==> src/hw/rtl/abcr_pkg.sv <==
// ----------------------------------------------------------------------------
// abcr_pkg
// Axis codes, velocity action codes and the control flags that travel with an
// item through the collision resolve pipeline.
// ----------------------------------------------------------------------------
package abcr_pkg;

    localparam logic [1:0] MODE_X    = 2'd0;
    localparam logic [1:0] MODE_Y    = 2'd1;
    localparam logic [1:0] MODE_Z    = 2'd2;
    localparam logic [1:0] MODE_NONE = 2'd3;

    localparam logic [1:0] VEL_KEEP  = 2'd0;
    localparam logic [1:0] VEL_ZERO  = 2'd1;
    localparam logic [1:0] VEL_BOX_Y = 2'd2;

    typedef struct packed {
        logic no_axis;
        logic is_y;
        logic cross_ovl;
        logic pos_hit;
        logic mv_neg;
        logic mv_pos;
    } abcr_ctl_t;

endpackage

==> src/hw/rtl/abcr_in_if.sv <==
// ----------------------------------------------------------------------------
// abcr_in_if
// Item channel: one box and one object to resolve along a chosen axis.
// ----------------------------------------------------------------------------
interface abcr_in_if #(
    parameter int COORD_BITS = 20
);
    logic                           valid;
    logic                           ready;
    logic [1:0]                     mode;
    logic [3*COORD_BITS-1:0]        box_pos;
    logic signed [COORD_BITS-1:0]   box_old_axis;
    logic [3*COORD_BITS-1:0]        box_half;
    logic [3*COORD_BITS-1:0]        box_motion;
    logic [3*COORD_BITS-1:0]        obj_pos;
    logic signed [COORD_BITS-1:0]   obj_old_axis;
    logic [3*COORD_BITS-1:0]        obj_size;

    modport source (
        output valid, mode, box_pos, box_old_axis, box_half, box_motion,
               obj_pos, obj_old_axis, obj_size,
        input  ready
    );

    modport sink (
        input  valid, mode, box_pos, box_old_axis, box_half, box_motion,
               obj_pos, obj_old_axis, obj_size,
        output ready
    );
endinterface

==> src/hw/rtl/abcr_out_if.sv <==
// ----------------------------------------------------------------------------
// abcr_out_if
// Result channel: corrected coordinate and the response flags.
// ----------------------------------------------------------------------------
interface abcr_out_if #(
    parameter int COORD_BITS = 20
);
    logic                           valid;
    logic                           ready;
    logic signed [COORD_BITS-1:0]   obj_axis_out;
    logic                           pos_written;
    logic [1:0]                     vel_action;
    logic                           landed;

    modport source (
        output valid, obj_axis_out, pos_written, vel_action, landed,
        input  ready
    );

    modport sink (
        input  valid, obj_axis_out, pos_written, vel_action, landed,
        output ready
    );
endinterface

==> src/hw/rtl/abcr_prep.sv <==
// ----------------------------------------------------------------------------
// abcr_prep
// Picks the tested axis, checks overlap on the two other axes and forms the
// face sums used by the later stages.
// ----------------------------------------------------------------------------
module abcr_prep #(
    parameter int COORD_BITS = 20
) (
    input  logic                            clk,
    input  logic                            rst_n,
    input  logic                            in_valid,
    output logic                            in_ready,
    input  logic [1:0]                      mode,
    input  logic [3*COORD_BITS-1:0]         box_pos,
    input  logic signed [COORD_BITS-1:0]    box_old_axis,
    input  logic [3*COORD_BITS-1:0]         box_half,
    input  logic [3*COORD_BITS-1:0]         box_motion,
    input  logic [3*COORD_BITS-1:0]         obj_pos,
    input  logic signed [COORD_BITS-1:0]    obj_old_axis,
    input  logic [3*COORD_BITS-1:0]         obj_size,
    output logic                            out_valid,
    input  logic                            out_ready,
    output abcr_pkg::abcr_ctl_t             ctl,
    output logic signed [COORD_BITS+2:0]    bp,
    output logic signed [COORD_BITS+2:0]    bpo,
    output logic signed [COORD_BITS+2:0]    ol,
    output logic signed [COORD_BITS+2:0]    olo,
    output logic signed [COORD_BITS+2:0]    bn,
    output logic signed [COORD_BITS+2:0]    bno,
    output logic signed [COORD_BITS+2:0]    oho,
    output logic signed [COORD_BITS+2:0]    c_old,
    output logic signed [COORD_BITS+2:0]    lm,
    output logic signed [COORD_BITS+2:0]    sm,
    output logic [COORD_BITS-1:0]           s,
    output logic signed [COORD_BITS-1:0]    p
);
    import abcr_pkg::*;

    localparam int W  = COORD_BITS;
    localparam int EW = COORD_BITS + 3;

    logic signed [EW-1:0]   b_e  [3];
    logic signed [EW-1:0]   h_e  [3];
    logic signed [EW-1:0]   mv_e [3];
    logic signed [EW-1:0]   p_e  [3];
    logic signed [EW-1:0]   s_e  [3];
    logic [2:0]             ov;
    logic [1:0]             ax;
    logic                   cross_ovl;
    logic signed [EW-1:0]   b, h, mv, pa, sa, bold, pold, loff;
    logic                   load;

    logic                   valid_reg, valid_next;
    abcr_ctl_t              ctl_reg, ctl_next;
    logic signed [EW-1:0]   bp_reg, bp_next, bpo_reg, bpo_next;
    logic signed [EW-1:0]   ol_reg, ol_next, olo_reg, olo_next;
    logic signed [EW-1:0]   bn_reg, bn_next, bno_reg, bno_next;
    logic signed [EW-1:0]   oho_reg, oho_next, c_old_reg, c_old_next;
    logic signed [EW-1:0]   lm_reg, lm_next, sm_reg, sm_next;
    logic [W-1:0]           s_reg, s_next;
    logic signed [W-1:0]    p_reg, p_next;

    for (genvar k = 0; k < 3; k++) begin : g_axis
        assign b_e[k]  = EW'($signed(box_pos[k*W +: W]));
        assign h_e[k]  = EW'(box_half[k*W +: W]);
        assign mv_e[k] = EW'($signed(box_motion[k*W +: W]));
        assign p_e[k]  = EW'($signed(obj_pos[k*W +: W]));
        assign s_e[k]  = EW'(obj_size[k*W +: W]);
        // The object's vertical extent starts at its y coordinate.
        if (k == 1) begin : g_vert
            assign ov[k] = (b_e[k] + h_e[k] > p_e[k]) &&
                           (b_e[k] - h_e[k] < p_e[k] + s_e[k]);
        end
        else begin : g_horz
            assign ov[k] = (b_e[k] + h_e[k] > p_e[k] - s_e[k]) &&
                           (b_e[k] - h_e[k] < p_e[k] + s_e[k]);
        end
    end

    always_comb
    begin
        case (mode)
            MODE_X:
            begin
                ax        = MODE_X;
                cross_ovl = ov[1] & ov[2];
            end
            MODE_Y:
            begin
                ax        = MODE_Y;
                cross_ovl = ov[0] & ov[2];
            end
            MODE_Z:
            begin
                ax        = MODE_Z;
                cross_ovl = ov[0] & ov[1];
            end
            default:
            begin
                ax        = MODE_X;
                cross_ovl = 1'b0;
            end
        endcase
    end

    assign b    = b_e[ax];
    assign h    = h_e[ax];
    assign mv   = mv_e[ax];
    assign pa   = p_e[ax];
    assign sa   = s_e[ax];
    assign bold = EW'(box_old_axis);
    assign pold = EW'(obj_old_axis);
    assign loff = (mode == MODE_Y) ? '0 : sa;

    assign in_ready = !valid_reg || out_ready;
    assign load     = in_valid && in_ready;

    always_comb
    begin
        valid_next = in_ready ? in_valid : valid_reg;

        ctl_next   = ctl_reg;
        bp_next    = bp_reg;
        bpo_next   = bpo_reg;
        ol_next    = ol_reg;
        olo_next   = olo_reg;
        bn_next    = bn_reg;
        bno_next   = bno_reg;
        oho_next   = oho_reg;
        c_old_next = c_old_reg;
        lm_next    = lm_reg;
        sm_next    = sm_reg;
        s_next     = s_reg;
        p_next     = p_reg;
        if (load)
        begin
            ctl_next.no_axis   = (mode == MODE_NONE);
            ctl_next.is_y      = (mode == MODE_Y);
            ctl_next.cross_ovl = cross_ovl;
            ctl_next.pos_hit   = 1'b0;
            ctl_next.mv_neg    = mv[EW-1];
            ctl_next.mv_pos    = !mv[EW-1] && (mv != '0);
            bp_next    = b + h;
            bpo_next   = bold + h;
            ol_next    = pa - loff;
            olo_next   = pold - loff;
            bn_next    = b - h;
            bno_next   = bold - h;
            oho_next   = pold + sa;
            c_old_next = pold + mv;
            lm_next    = loff + mv;
            sm_next    = mv - sa;
            s_next     = sa[W-1:0];
            p_next     = pa[W-1:0];
        end
    end

    always_ff @(posedge clk or negedge rst_n)
    begin
        if (!rst_n)
        begin
            valid_reg <= 1'b0;
        end
        else
        begin
            valid_reg <= valid_next;
        end
    end

    always_ff @(posedge clk)
    begin
        ctl_reg   <= ctl_next;
        bp_reg    <= bp_next;
        bpo_reg   <= bpo_next;
        ol_reg    <= ol_next;
        olo_reg   <= olo_next;
        bn_reg    <= bn_next;
        bno_reg   <= bno_next;
        oho_reg   <= oho_next;
        c_old_reg <= c_old_next;
        lm_reg    <= lm_next;
        sm_reg    <= sm_next;
        s_reg     <= s_next;
        p_reg     <= p_next;
    end

    assign out_valid = valid_reg;
    assign ctl       = ctl_reg;
    assign bp        = bp_reg;
    assign bpo       = bpo_reg;
    assign ol        = ol_reg;
    assign olo       = olo_reg;
    assign bn        = bn_reg;
    assign bno       = bno_reg;
    assign oho       = oho_reg;
    assign c_old     = c_old_reg;
    assign lm        = lm_reg;
    assign sm        = sm_reg;
    assign s         = s_reg;
    assign p         = p_reg;

endmodule

==> src/hw/rtl/abcr_pos_face.sv <==
// ----------------------------------------------------------------------------
// abcr_pos_face
// Tests the positive box face and writes the corrected coordinate; also
// saturates the two candidate coordinates of the negative face.
// ----------------------------------------------------------------------------
module abcr_pos_face #(
    parameter int COORD_BITS = 20
) (
    input  logic                            clk,
    input  logic                            rst_n,
    input  logic                            in_valid,
    output logic                            in_ready,
    input  abcr_pkg::abcr_ctl_t             in_ctl,
    input  logic signed [COORD_BITS+2:0]    bp,
    input  logic signed [COORD_BITS+2:0]    bpo,
    input  logic signed [COORD_BITS+2:0]    ol,
    input  logic signed [COORD_BITS+2:0]    olo,
    input  logic signed [COORD_BITS+2:0]    in_bn,
    input  logic signed [COORD_BITS+2:0]    in_bno,
    input  logic signed [COORD_BITS+2:0]    in_oho,
    input  logic signed [COORD_BITS+2:0]    c_old,
    input  logic signed [COORD_BITS+2:0]    lm,
    input  logic signed [COORD_BITS+2:0]    sm,
    input  logic [COORD_BITS-1:0]           in_s,
    input  logic signed [COORD_BITS-1:0]    p,
    output logic                            out_valid,
    input  logic                            out_ready,
    output abcr_pkg::abcr_ctl_t             out_ctl,
    output logic signed [COORD_BITS-1:0]    p1,
    output logic signed [COORD_BITS+2:0]    out_bn,
    output logic signed [COORD_BITS+2:0]    out_bno,
    output logic signed [COORD_BITS+2:0]    out_oho,
    output logic [COORD_BITS-1:0]           out_s,
    output logic signed [COORD_BITS-1:0]    sat_old,
    output logic signed [COORD_BITS-1:0]    sat_neg
);
    import abcr_pkg::*;

    localparam int W  = COORD_BITS;
    localparam int EW = COORD_BITS + 3;

    // Clamp a wide sum to the signed coordinate range.
    function automatic logic signed [W-1:0] sat_w(input logic signed [EW-1:0] v);
        logic signed [W-1:0] r;
        if (v[EW-1:W-1] == {(EW-W+1){v[EW-1]}})
        begin
            r = v[W-1:0];
        end
        else if (v[EW-1])
        begin
            r = {1'b1, {(W-1){1'b0}}};
        end
        else
        begin
            r = {1'b0, {(W-1){1'b1}}};
        end
        return r;
    endfunction

    logic                   hit;
    logic signed [EW-1:0]   c_pos;
    logic                   load;

    logic                   valid_reg, valid_next;
    abcr_ctl_t              ctl_reg, ctl_next;
    logic signed [W-1:0]    p1_reg, p1_next;
    logic signed [EW-1:0]   bn_reg, bn_next, bno_reg, bno_next, oho_reg, oho_next;
    logic [W-1:0]           s_reg, s_next;
    logic signed [W-1:0]    sat_old_reg, sat_old_next, sat_neg_reg, sat_neg_next;

    assign hit = in_ctl.cross_ovl && (bp > ol) &&
                 ((bpo <= ol) || (bp <= olo) ||
                  ((bp >= olo) && (bpo <= olo) && (bpo >= ol)));

    assign c_pos = bp + lm;

    assign in_ready = !valid_reg || out_ready;
    assign load     = in_valid && in_ready;

    always_comb
    begin
        valid_next   = in_ready ? in_valid : valid_reg;
        ctl_next     = ctl_reg;
        p1_next      = p1_reg;
        bn_next      = bn_reg;
        bno_next     = bno_reg;
        oho_next     = oho_reg;
        s_next       = s_reg;
        sat_old_next = sat_old_reg;
        sat_neg_next = sat_neg_reg;
        if (load)
        begin
            ctl_next         = in_ctl;
            ctl_next.pos_hit = hit;
            // A box moving negative pushes the object out to the face; otherwise the
            // object keeps its own step.
            if (hit)
            begin
                p1_next = in_ctl.mv_neg ? sat_w(c_pos) : sat_w(c_old);
            end
            else
            begin
                p1_next = p;
            end
            bn_next      = in_bn;
            bno_next     = in_bno;
            oho_next     = in_oho;
            s_next       = in_s;
            sat_old_next = sat_w(c_old);
            sat_neg_next = sat_w(in_bn + sm);
        end
    end

    always_ff @(posedge clk or negedge rst_n)
    begin
        if (!rst_n)
        begin
            valid_reg <= 1'b0;
        end
        else
        begin
            valid_reg <= valid_next;
        end
    end

    always_ff @(posedge clk)
    begin
        ctl_reg     <= ctl_next;
        p1_reg      <= p1_next;
        bn_reg      <= bn_next;
        bno_reg     <= bno_next;
        oho_reg     <= oho_next;
        s_reg       <= s_next;
        sat_old_reg <= sat_old_next;
        sat_neg_reg <= sat_neg_next;
    end

    assign out_valid = valid_reg;
    assign out_ctl   = ctl_reg;
    assign p1        = p1_reg;
    assign out_bn    = bn_reg;
    assign out_bno   = bno_reg;
    assign out_oho   = oho_reg;
    assign out_s     = s_reg;
    assign sat_old   = sat_old_reg;
    assign sat_neg   = sat_neg_reg;

endmodule

==> src/hw/rtl/abcr_neg_face.sv <==
// ----------------------------------------------------------------------------
// abcr_neg_face
// Tests the negative box face against the coordinate left by the positive
// face and holds the finished result for the output channel.
// ----------------------------------------------------------------------------
module abcr_neg_face #(
    parameter int COORD_BITS = 20
) (
    input  logic                            clk,
    input  logic                            rst_n,
    input  logic                            in_valid,
    output logic                            in_ready,
    input  abcr_pkg::abcr_ctl_t             ctl,
    input  logic signed [COORD_BITS-1:0]    p1,
    input  logic signed [COORD_BITS+2:0]    bn,
    input  logic signed [COORD_BITS+2:0]    bno,
    input  logic signed [COORD_BITS+2:0]    oho,
    input  logic [COORD_BITS-1:0]           s,
    input  logic signed [COORD_BITS-1:0]    sat_old,
    input  logic signed [COORD_BITS-1:0]    sat_neg,
    output logic                            out_valid,
    input  logic                            out_ready,
    output logic signed [COORD_BITS-1:0]    obj_axis_out,
    output logic                            pos_written,
    output logic [1:0]                      vel_action,
    output logic                            landed
);
    import abcr_pkg::*;

    localparam int W  = COORD_BITS;
    localparam int EW = COORD_BITS + 3;

    logic signed [EW-1:0]   p1_e, s_e, oh;
    logic                   hit;
    logic                   load;

    logic                   valid_reg, valid_next;
    logic signed [W-1:0]    coord_reg, coord_next;
    logic                   written_reg, written_next;
    logic [1:0]             vel_reg, vel_next;
    logic                   landed_reg, landed_next;

    assign p1_e = EW'(p1);
    assign s_e  = EW'(s);
    assign oh   = p1_e + s_e;

    assign hit = ctl.cross_ovl && (bn < oh) &&
                 ((bno >= oh) || (bn >= oho) ||
                  ((bn <= oho) && (bno >= oho) && (bno <= oh)));

    assign in_ready = !valid_reg || out_ready;
    assign load     = in_valid && in_ready;

    always_comb
    begin
        valid_next   = in_ready ? in_valid : valid_reg;
        coord_next   = coord_reg;
        written_next = written_reg;
        vel_next     = vel_reg;
        landed_next  = landed_reg;
        if (load)
        begin
            written_next = ctl.pos_hit || hit;
            landed_next  = ctl.pos_hit && ctl.is_y;
            if (hit)
            begin
                // Hitting the underside always snaps below the box; sideways
                // hits keep the object's own step unless the box closes in.
                if (ctl.is_y || ctl.mv_pos)
                begin
                    coord_next = sat_neg;
                end
                else
                begin
                    coord_next = sat_old;
                end
                vel_next = ctl.is_y ? VEL_BOX_Y : VEL_ZERO;
            end
            else
            begin
                coord_next = p1;
                vel_next   = ctl.pos_hit ? VEL_ZERO : VEL_KEEP;
            end
            if (ctl.no_axis)
            begin
                coord_next = '0;
            end
        end
    end

    always_ff @(posedge clk or negedge rst_n)
    begin
        if (!rst_n)
        begin
            valid_reg <= 1'b0;
        end
        else
        begin
            valid_reg <= valid_next;
        end
    end

    always_ff @(posedge clk)
    begin
        coord_reg   <= coord_next;
        written_reg <= written_next;
        vel_reg     <= vel_next;
        landed_reg  <= landed_next;
    end

    assign out_valid    = valid_reg;
    assign obj_axis_out = coord_reg;
    assign pos_written  = written_reg;
    assign vel_action   = vel_reg;
    assign landed       = landed_reg;

`ifndef NO_ASSERTIONS
    a_landed_written: assert property (@(posedge clk) disable iff (!rst_n)
        valid_reg && landed_reg |-> written_reg)
        else $error("landing reported without a position write");

    a_vel_matches_write: assert property (@(posedge clk) disable iff (!rst_n)
        valid_reg |-> ((vel_reg != VEL_KEEP) == written_reg))
        else $error("velocity action disagrees with position write");
`endif

endmodule

==> src/hw/rtl/axis_box_collision_resolve_unit.sv <==
// ----------------------------------------------------------------------------
// axis_box_collision_resolve_unit
// Resolves one moving object against one moving box along one axis.
//
// An object and box pair arrives as one transfer on the item channel with the
// axis in mode; the result channel returns the corrected axis coordinate, a
// position write flag, the velocity action and the landing flag. Each item
// gives exactly one result, in order.
// The pipeline has four register stages: input register, face sums, positive
// face, negative face with the result register. A result is offered once its
// item has passed every stage, and one item is taken every cycle while the
// result side keeps up.
// Reset empties every stage; nothing is kept between items.
// When the receiver stalls, each stage holds its item and ready falls back
// stage by stage, so empty stages still fill and up to four items wait.
// Mode 3 selects no axis and returns all fields zero.
// ----------------------------------------------------------------------------
module axis_box_collision_resolve_unit #(
    parameter int COORD_BITS = 20
) (
    input  logic        clk,
    input  logic        rst_n,
    abcr_in_if.sink     item,
    abcr_out_if.source  result
);
    import abcr_pkg::*;

    localparam int W  = COORD_BITS;
    localparam int PW = 3 * COORD_BITS;
    localparam int EW = COORD_BITS + 3;

    logic                   in_valid_reg, in_valid_next;
    logic [1:0]             mode_reg, mode_next;
    logic [PW-1:0]          box_pos_reg, box_pos_next;
    logic signed [W-1:0]    box_old_reg, box_old_next;
    logic [PW-1:0]          box_half_reg, box_half_next;
    logic [PW-1:0]          box_motion_reg, box_motion_next;
    logic [PW-1:0]          obj_pos_reg, obj_pos_next;
    logic signed [W-1:0]    obj_old_reg, obj_old_next;
    logic [PW-1:0]          obj_size_reg, obj_size_next;
    logic                   load;

    logic                   prep_ready, prep_valid;
    abcr_ctl_t              prep_ctl;
    logic signed [EW-1:0]   prep_bp, prep_bpo, prep_ol, prep_olo;
    logic signed [EW-1:0]   prep_bn, prep_bno, prep_oho, prep_c_old, prep_lm, prep_sm;
    logic [W-1:0]           prep_s;
    logic signed [W-1:0]    prep_p;

    logic                   pos_ready, pos_valid;
    abcr_ctl_t              pos_ctl;
    logic signed [W-1:0]    pos_p1, pos_sat_old, pos_sat_neg;
    logic signed [EW-1:0]   pos_bn, pos_bno, pos_oho;
    logic [W-1:0]           pos_s;

    logic                   neg_ready;

    assign item.ready = !in_valid_reg || prep_ready;
    assign load       = item.valid && item.ready;

    always_comb
    begin
        in_valid_next   = item.ready ? item.valid : in_valid_reg;
        mode_next       = mode_reg;
        box_pos_next    = box_pos_reg;
        box_old_next    = box_old_reg;
        box_half_next   = box_half_reg;
        box_motion_next = box_motion_reg;
        obj_pos_next    = obj_pos_reg;
        obj_old_next    = obj_old_reg;
        obj_size_next   = obj_size_reg;
        if (load)
        begin
            mode_next       = item.mode;
            box_pos_next    = item.box_pos;
            box_old_next    = item.box_old_axis;
            box_half_next   = item.box_half;
            box_motion_next = item.box_motion;
            obj_pos_next    = item.obj_pos;
            obj_old_next    = item.obj_old_axis;
            obj_size_next   = item.obj_size;
        end
    end

    always_ff @(posedge clk or negedge rst_n)
    begin
        if (!rst_n)
        begin
            in_valid_reg <= 1'b0;
        end
        else
        begin
            in_valid_reg <= in_valid_next;
        end
    end

    always_ff @(posedge clk)
    begin
        mode_reg       <= mode_next;
        box_pos_reg    <= box_pos_next;
        box_old_reg    <= box_old_next;
        box_half_reg   <= box_half_next;
        box_motion_reg <= box_motion_next;
        obj_pos_reg    <= obj_pos_next;
        obj_old_reg    <= obj_old_next;
        obj_size_reg   <= obj_size_next;
    end

    abcr_prep #(
        .COORD_BITS (COORD_BITS)
    ) u_prep (
        .clk          (clk),
        .rst_n        (rst_n),
        .in_valid     (in_valid_reg),
        .in_ready     (prep_ready),
        .mode         (mode_reg),
        .box_pos      (box_pos_reg),
        .box_old_axis (box_old_reg),
        .box_half     (box_half_reg),
        .box_motion   (box_motion_reg),
        .obj_pos      (obj_pos_reg),
        .obj_old_axis (obj_old_reg),
        .obj_size     (obj_size_reg),
        .out_valid    (prep_valid),
        .out_ready    (pos_ready),
        .ctl          (prep_ctl),
        .bp           (prep_bp),
        .bpo          (prep_bpo),
        .ol           (prep_ol),
        .olo          (prep_olo),
        .bn           (prep_bn),
        .bno          (prep_bno),
        .oho          (prep_oho),
        .c_old        (prep_c_old),
        .lm           (prep_lm),
        .sm           (prep_sm),
        .s            (prep_s),
        .p            (prep_p)
    );

    abcr_pos_face #(
        .COORD_BITS (COORD_BITS)
    ) u_pos_face (
        .clk       (clk),
        .rst_n     (rst_n),
        .in_valid  (prep_valid),
        .in_ready  (pos_ready),
        .in_ctl    (prep_ctl),
        .bp        (prep_bp),
        .bpo       (prep_bpo),
        .ol        (prep_ol),
        .olo       (prep_olo),
        .in_bn     (prep_bn),
        .in_bno    (prep_bno),
        .in_oho    (prep_oho),
        .c_old     (prep_c_old),
        .lm        (prep_lm),
        .sm        (prep_sm),
        .in_s      (prep_s),
        .p         (prep_p),
        .out_valid (pos_valid),
        .out_ready (neg_ready),
        .out_ctl   (pos_ctl),
        .p1        (pos_p1),
        .out_bn    (pos_bn),
        .out_bno   (pos_bno),
        .out_oho   (pos_oho),
        .out_s     (pos_s),
        .sat_old   (pos_sat_old),
        .sat_neg   (pos_sat_neg)
    );

    abcr_neg_face #(
        .COORD_BITS (COORD_BITS)
    ) u_neg_face (
        .clk          (clk),
        .rst_n        (rst_n),
        .in_valid     (pos_valid),
        .in_ready     (neg_ready),
        .ctl          (pos_ctl),
        .p1           (pos_p1),
        .bn           (pos_bn),
        .bno          (pos_bno),
        .oho          (pos_oho),
        .s            (pos_s),
        .sat_old      (pos_sat_old),
        .sat_neg      (pos_sat_neg),
        .out_valid    (result.valid),
        .out_ready    (result.ready),
        .obj_axis_out (result.obj_axis_out),
        .pos_written  (result.pos_written),
        .vel_action   (result.vel_action),
        .landed       (result.landed)
    );

`ifndef NO_ASSERTIONS
    a_empty_out_takes_item: assert property (@(posedge clk) disable iff (!rst_n)
        !result.valid |-> item.ready)
        else $error("item channel stalled while the result register is empty");
`endif

endmodule
==> src/flat_wrapper.sv <==
// flat-port wrapper written by rule: the top's interface ports become plain ports
module axis_box_collision_resolve_unit_flat import abcr_pkg::*;
#(
    parameter int COORD_BITS = 20
)
  (clk, rst_n, item_valid, item_mode, item_box_pos, item_box_old_axis, item_box_half, item_box_motion, item_obj_pos, item_obj_old_axis, item_obj_size, item_ready, result_valid, result_obj_axis_out, result_pos_written, result_vel_action, result_landed, result_ready);
  abcr_in_if #(.COORD_BITS(COORD_BITS)) item_i ();
  abcr_out_if #(.COORD_BITS(COORD_BITS)) result_i ();
  input  logic clk;
  input  logic rst_n;
  input wire logic [$bits(item_i.valid)-1:0] item_valid;
  input wire logic [$bits(item_i.mode)-1:0] item_mode;
  input wire logic [$bits(item_i.box_pos)-1:0] item_box_pos;
  input wire logic [$bits(item_i.box_old_axis)-1:0] item_box_old_axis;
  input wire logic [$bits(item_i.box_half)-1:0] item_box_half;
  input wire logic [$bits(item_i.box_motion)-1:0] item_box_motion;
  input wire logic [$bits(item_i.obj_pos)-1:0] item_obj_pos;
  input wire logic [$bits(item_i.obj_old_axis)-1:0] item_obj_old_axis;
  input wire logic [$bits(item_i.obj_size)-1:0] item_obj_size;
  output wire logic [$bits(item_i.ready)-1:0] item_ready;
  output wire logic [$bits(result_i.valid)-1:0] result_valid;
  output wire logic [$bits(result_i.obj_axis_out)-1:0] result_obj_axis_out;
  output wire logic [$bits(result_i.pos_written)-1:0] result_pos_written;
  output wire logic [$bits(result_i.vel_action)-1:0] result_vel_action;
  output wire logic [$bits(result_i.landed)-1:0] result_landed;
  input wire logic [$bits(result_i.ready)-1:0] result_ready;
  assign item_i.valid = item_valid;
  assign item_i.mode = item_mode;
  assign item_i.box_pos = item_box_pos;
  assign item_i.box_old_axis = item_box_old_axis;
  assign item_i.box_half = item_box_half;
  assign item_i.box_motion = item_box_motion;
  assign item_i.obj_pos = item_obj_pos;
  assign item_i.obj_old_axis = item_obj_old_axis;
  assign item_i.obj_size = item_obj_size;
  assign item_ready = item_i.ready;
  assign result_valid = result_i.valid;
  assign result_obj_axis_out = result_i.obj_axis_out;
  assign result_pos_written = result_i.pos_written;
  assign result_vel_action = result_i.vel_action;
  assign result_landed = result_i.landed;
  assign result_i.ready = result_ready;
  axis_box_collision_resolve_unit #(.COORD_BITS(COORD_BITS)) u_core (.clk(clk), .rst_n(rst_n), .item(item_i), .result(result_i));
endmodule
==> config.mk <==
export PLATFORM = sky130hd
export DESIGN_NAME = axis_box_collision_resolve_unit_flat
export DESIGN_NICKNAME = d
export VERILOG_FILES = /design/src/hw/rtl/abcr_pkg.sv /design/src/hw/rtl/abcr_in_if.sv /design/src/hw/rtl/abcr_out_if.sv /design/src/hw/rtl/abcr_prep.sv /design/src/hw/rtl/abcr_pos_face.sv /design/src/hw/rtl/abcr_neg_face.sv /design/src/hw/rtl/axis_box_collision_resolve_unit.sv /design/src/flat_wrapper.sv
export SDC_FILE = /design/constraint.sdc
export NUM_CORES = 2
export LEC_CHECK = 0
export BUFFER_PORTS_ARGS = -buffer_cell sky130_fd_sc_hd__buf_2
export CAP_MARGIN = 30
export CELL_PAD_IN_SITES_DETAIL_PLACEMENT = 1
export CELL_PAD_IN_SITES_GLOBAL_PLACEMENT = 1
export CORE_MARGIN = 2
export CORE_UTILIZATION = 45
export CTS_CLUSTER_SIZE = 30
export DETAILED_ROUTE_END_ITERATION = 6
export PLACE_DENSITY_LB_ADDON = 0.2
export SYNTH_ARGS = -nofsm -noshare
export SYNTH_HDL_FRONTEND = slang
export SYNTH_SLANG_ARGS = --single-unit
==> constraint.sdc <==
create_clock -name clk -period 12.85 [get_ports clk]
set_clock_uncertainty 0.05 [all_clocks]
set_input_delay 0.6425 -clock clk [delete_from_list [all_inputs] [get_ports clk]]
set_output_delay 0.6425 -clock clk [all_outputs]
set_load 0.02 [all_outputs]
==> summary.md <==
| Metric | Value |
|---|---|
| Status | finished, final reports clean |
| Worst hold path type | input port to register |
| Crit path kind | register to register |
| Starting Density | 0.4528 |
| Syn_nets | just under 7000 |
| Clk pin slew, worst setup/hold paths | 0.07 ns |
| Total GRT Usage | 0.3104 |
| Fin Setup TNS | 0 ns |
| Fin crit share | 0.5406 |
| Layout cell share with drive strength beyond 1 | 0.1028 |
| Power Density | ~180 nW/um^2 |
| Endpoint type of the worst setup path | register |
| FFs w/ async S/R, synth | 0.005019 |
| CP startpoint kind | register |
| Unrepaired setup endpoints after global routing | no |
| Register area share after synthesis | 0.4078 |
| Final setup vio count | 0 |
| Max-cap violation count | 0 |
| Die Area | 133200 sq um |
| P_leak | 28.06 nW |
| TritonRoute pass-1 iters | 5 |
| CTS resizes | 0 |
| Relative slew slack | 0.2571 |
| WL final | 209500 microns |
| IO Count | roughly 370 |
| Most common cell after layout, fill and taps aside | ha_1 |
| GRT overflow | 0 |
| Initial antenna violation count | 6 |
| Actual slew at the worst max-slew pin | 1.111 ns |
| Num Clock Sinks | 797 |
| Antenna-violating nets left | 0 |
| Most frequent cells in the layout | ha_1, edfxtp_1, inv_1 |
| Crit-path max cell delay | roughly 0.78 ns |
| IO buf count | between 300 and 400 |
| Synth warn | 0 |
| First-pass GRT wire length | 306100 microns |
| Routed via count | 47070 |
| Synth Instances | 5774 |
| Die Ht | 365.0 microns |
| Worst IR drop on VDD | 0.0001123 V |
| Most used flip-flop cell after synthesis | edfxtp_1 |
| Total CTS buffers | 93 |
| Max Clk Rate | 144.0 MHz |
| Root buffer cell | clkbuf_16 |
| Placed cell area | around 62000 sq um |
| Core area | roughly 130000 sq um |
| Worst Path Arrival | 7.50 ns |
| Final min period | about 6.9 ns |
| Cell Chain, Critical Path | inv_1, ha_4, buf_4, buf_4, mux2i_1, nor2_1, a21oi_1, inv_1, ha_1, a211oi_1, o21a_1, o21ai_0, a31oi_1, o21ai_0, a211oi_1, o21ai_0, a2111o_1, nand4_1 |
| Worst path required time | 13.40 ns |
| Final Cell Area | 66720 sq um |
| Synth Cell Area | 58630 sq um |
| Latest clock arrival within the worst-skew pair | 0.75 ns |
| Die X | 365.0 microns |
| EDFF count, synth | 793 |
| Routability cong. | about 0.96 |
| Synth-to-layout area growth | 13.80% |
| DP Wirelength | 170000 microns |
| Slowest-stage cell, CP | buf_4 |
| Hold Slack | 0.02352 ns |
| Final Worst Setup Slack | 5.904 ns |
| Post-synthesis sequential element count | approximately 800 |
| Count of cell types in the netlist | 94 |
| Final Max Slew Viols | 0 |
| Number of global-route vias before repair | 49960 |
| Cell mode on critical path | o21ai_0 |
| Vias per inst | about 6 |
| Largest net degree at the start of global routing | 159 |
| Post-CTS Repair Setup Buffers | 0 |
| Wirelength per Cell | 26.06 microns |
| Final Hold Viols | 0 |
| CTS H-tree depth | 3 |
| Pre-CTS WS | 6.032 ns |
| Clk buf depth | 3 |
| Initial DRC count | 3144 |
| Avg Cell Area, Syn | 10.15 sq um |
| DRC Markers | 0 |
| Fin nets | 7402 |
| Crit-path max FO | 43 |
| CTS tree | done |
| Row count | 132 |
path summary, 6_finish.rpt:
kind | startpoint | end | slack, ns | cells after the start
worst max-delay path | u_core.mode_reg[0]$_DFFE_PP_ | u_core.u_prep.oho[21]$_DFFE_PP_ | 5.90 | 18
worst min-delay path | item_obj_old_axis[3] | u_core.obj_old_reg[3]$_DFFE_PP_ | 0.02 | 1
worst max register to register | u_core.mode_reg[0]$_DFFE_PP_ | u_core.u_prep.oho[21]$_DFFE_PP_ | 5.90 | 18
worst min register to register | u_core.u_prep.s[18]$_DFFE_PP_ | u_core.u_pos_face.out_s[18]$_DFFE_PP_ | 0.37 | 0
max in group asynchronous | rst_n | u_core.u_pos_face.out_valid$_DFFE_PN0P_ | 12.44 | 2
min in group asynchronous | rst_n | u_core.u_neg_face.out_valid$_DFFE_PN0P_ | 0.18 | 2
metal layers:
layer  track usage  part of all wire  vias up
li1              -                 -    22090
met1        0.3663              0.40    23360
met2        0.5528              0.50     1195
met3       0.03296             0.038      425
met4        0.1679             0.062        4
met5             0           0.00013        -
Yosys cell counts (all sizes together) (10+ instances only):
library cell  number  area (sq um)
buf               25         122.6
nand4             66         412.9
and2              27         168.9
a21boi            15         112.6
a221oi            40         425.4
a211oi            59         452.9
fa                24         480.5
a211o             15         131.4
o21bai            80         604.3
and3              37         231.5
nor3             135         680.7
nand2b            93         581.8
xor2             104         910.9
nor2             447          1678
a311oi            25         219.0
o311ai            14         122.6
a31oi             46         287.8
nand3            101         505.5
nor4              31         193.9
mux2i             95         950.9
a21o             144          1081
inv              483          1813
o31ai             28         210.2
o211ai            48         365.3
o21a              62         465.5
nand3b            11         82.58
nand2            275          1032
o21ai            371          1861
o22ai             10         62.56
or3               41         256.5
o41ai             20         182.7
nor3b             15         112.6
a41oi             11         96.34
ha               815         10200
edfxtp           793         23810
a21oi            438          2196
a2111oi           20         201.4
nor2b             88         550.5
or2               31         193.9
o31a              16         140.1
xnor2            312          2733
clkbuf           147         551.8
cells by family after synthesis:
| family | after synthesis | share of synthesized area |
|---|---|---|
| simple gates | 1424 | 0.1181 |
| compound gates | 1539 | 0.1698 |
| flops | 797 | 0.4078 |
| buf+inv | 658 | 0.04262 |
| mux | 101 | 0.01737 |
| xor+xnor | 416 | 0.06214 |
| fa+ha+maj | 839 | 0.1821 |
what timing repair did:
item / 4_1_cts / 5_1_grt
setup endpoints to repair: 0 / 0
hold buffers: 97 / 0
hold endpoints to repair: 100 / 0
where the power goes:
group	switching [mW]	total, mW	internal, mW
logic	3.14	5.04	1.90
clock network	1.21	2.88	1.67
registers	0.340	3.84	3.50
metrics by stage:
stage	util	cells	power [mW]
detailed placement	0.4824	7767	8.818
finish	0.5153	8039	11.76
global route	0.5153	8038	12.40
floorplan	-	5774	7.103
global placement	0.4822	7760	8.657
CTS	0.5153	8038	11.75
critical path: cells and delay by family, from the launching register on:
family	cells	cell delay, ns
adders and majority gates	2	0.60
AOI/OAI and AO/OA	9	3.08
DFF	1	0.45
buffers and inverters	4	1.68
and+or+nand+nor	2	0.35
muxes	1	0.55
final cells by class:
| type | count | area (sq um) |
|---|---|---|
| fillers | 14370 | 62760 |
| multi-input cells | 4319 | 32280 |
| flip-flops and latches | 797 | 23910 |
| repair buffers | 520 | 3237 |
| clock buffers | 111 | 2437 |
| well taps | 1742 | 2180 |
| inverters | 486 | 1824 |
| clock inverters | 63 | 845.8 |
| diodes | 1 | 2.502 |
Note: power is estimated with default switching activity, not from simulation.
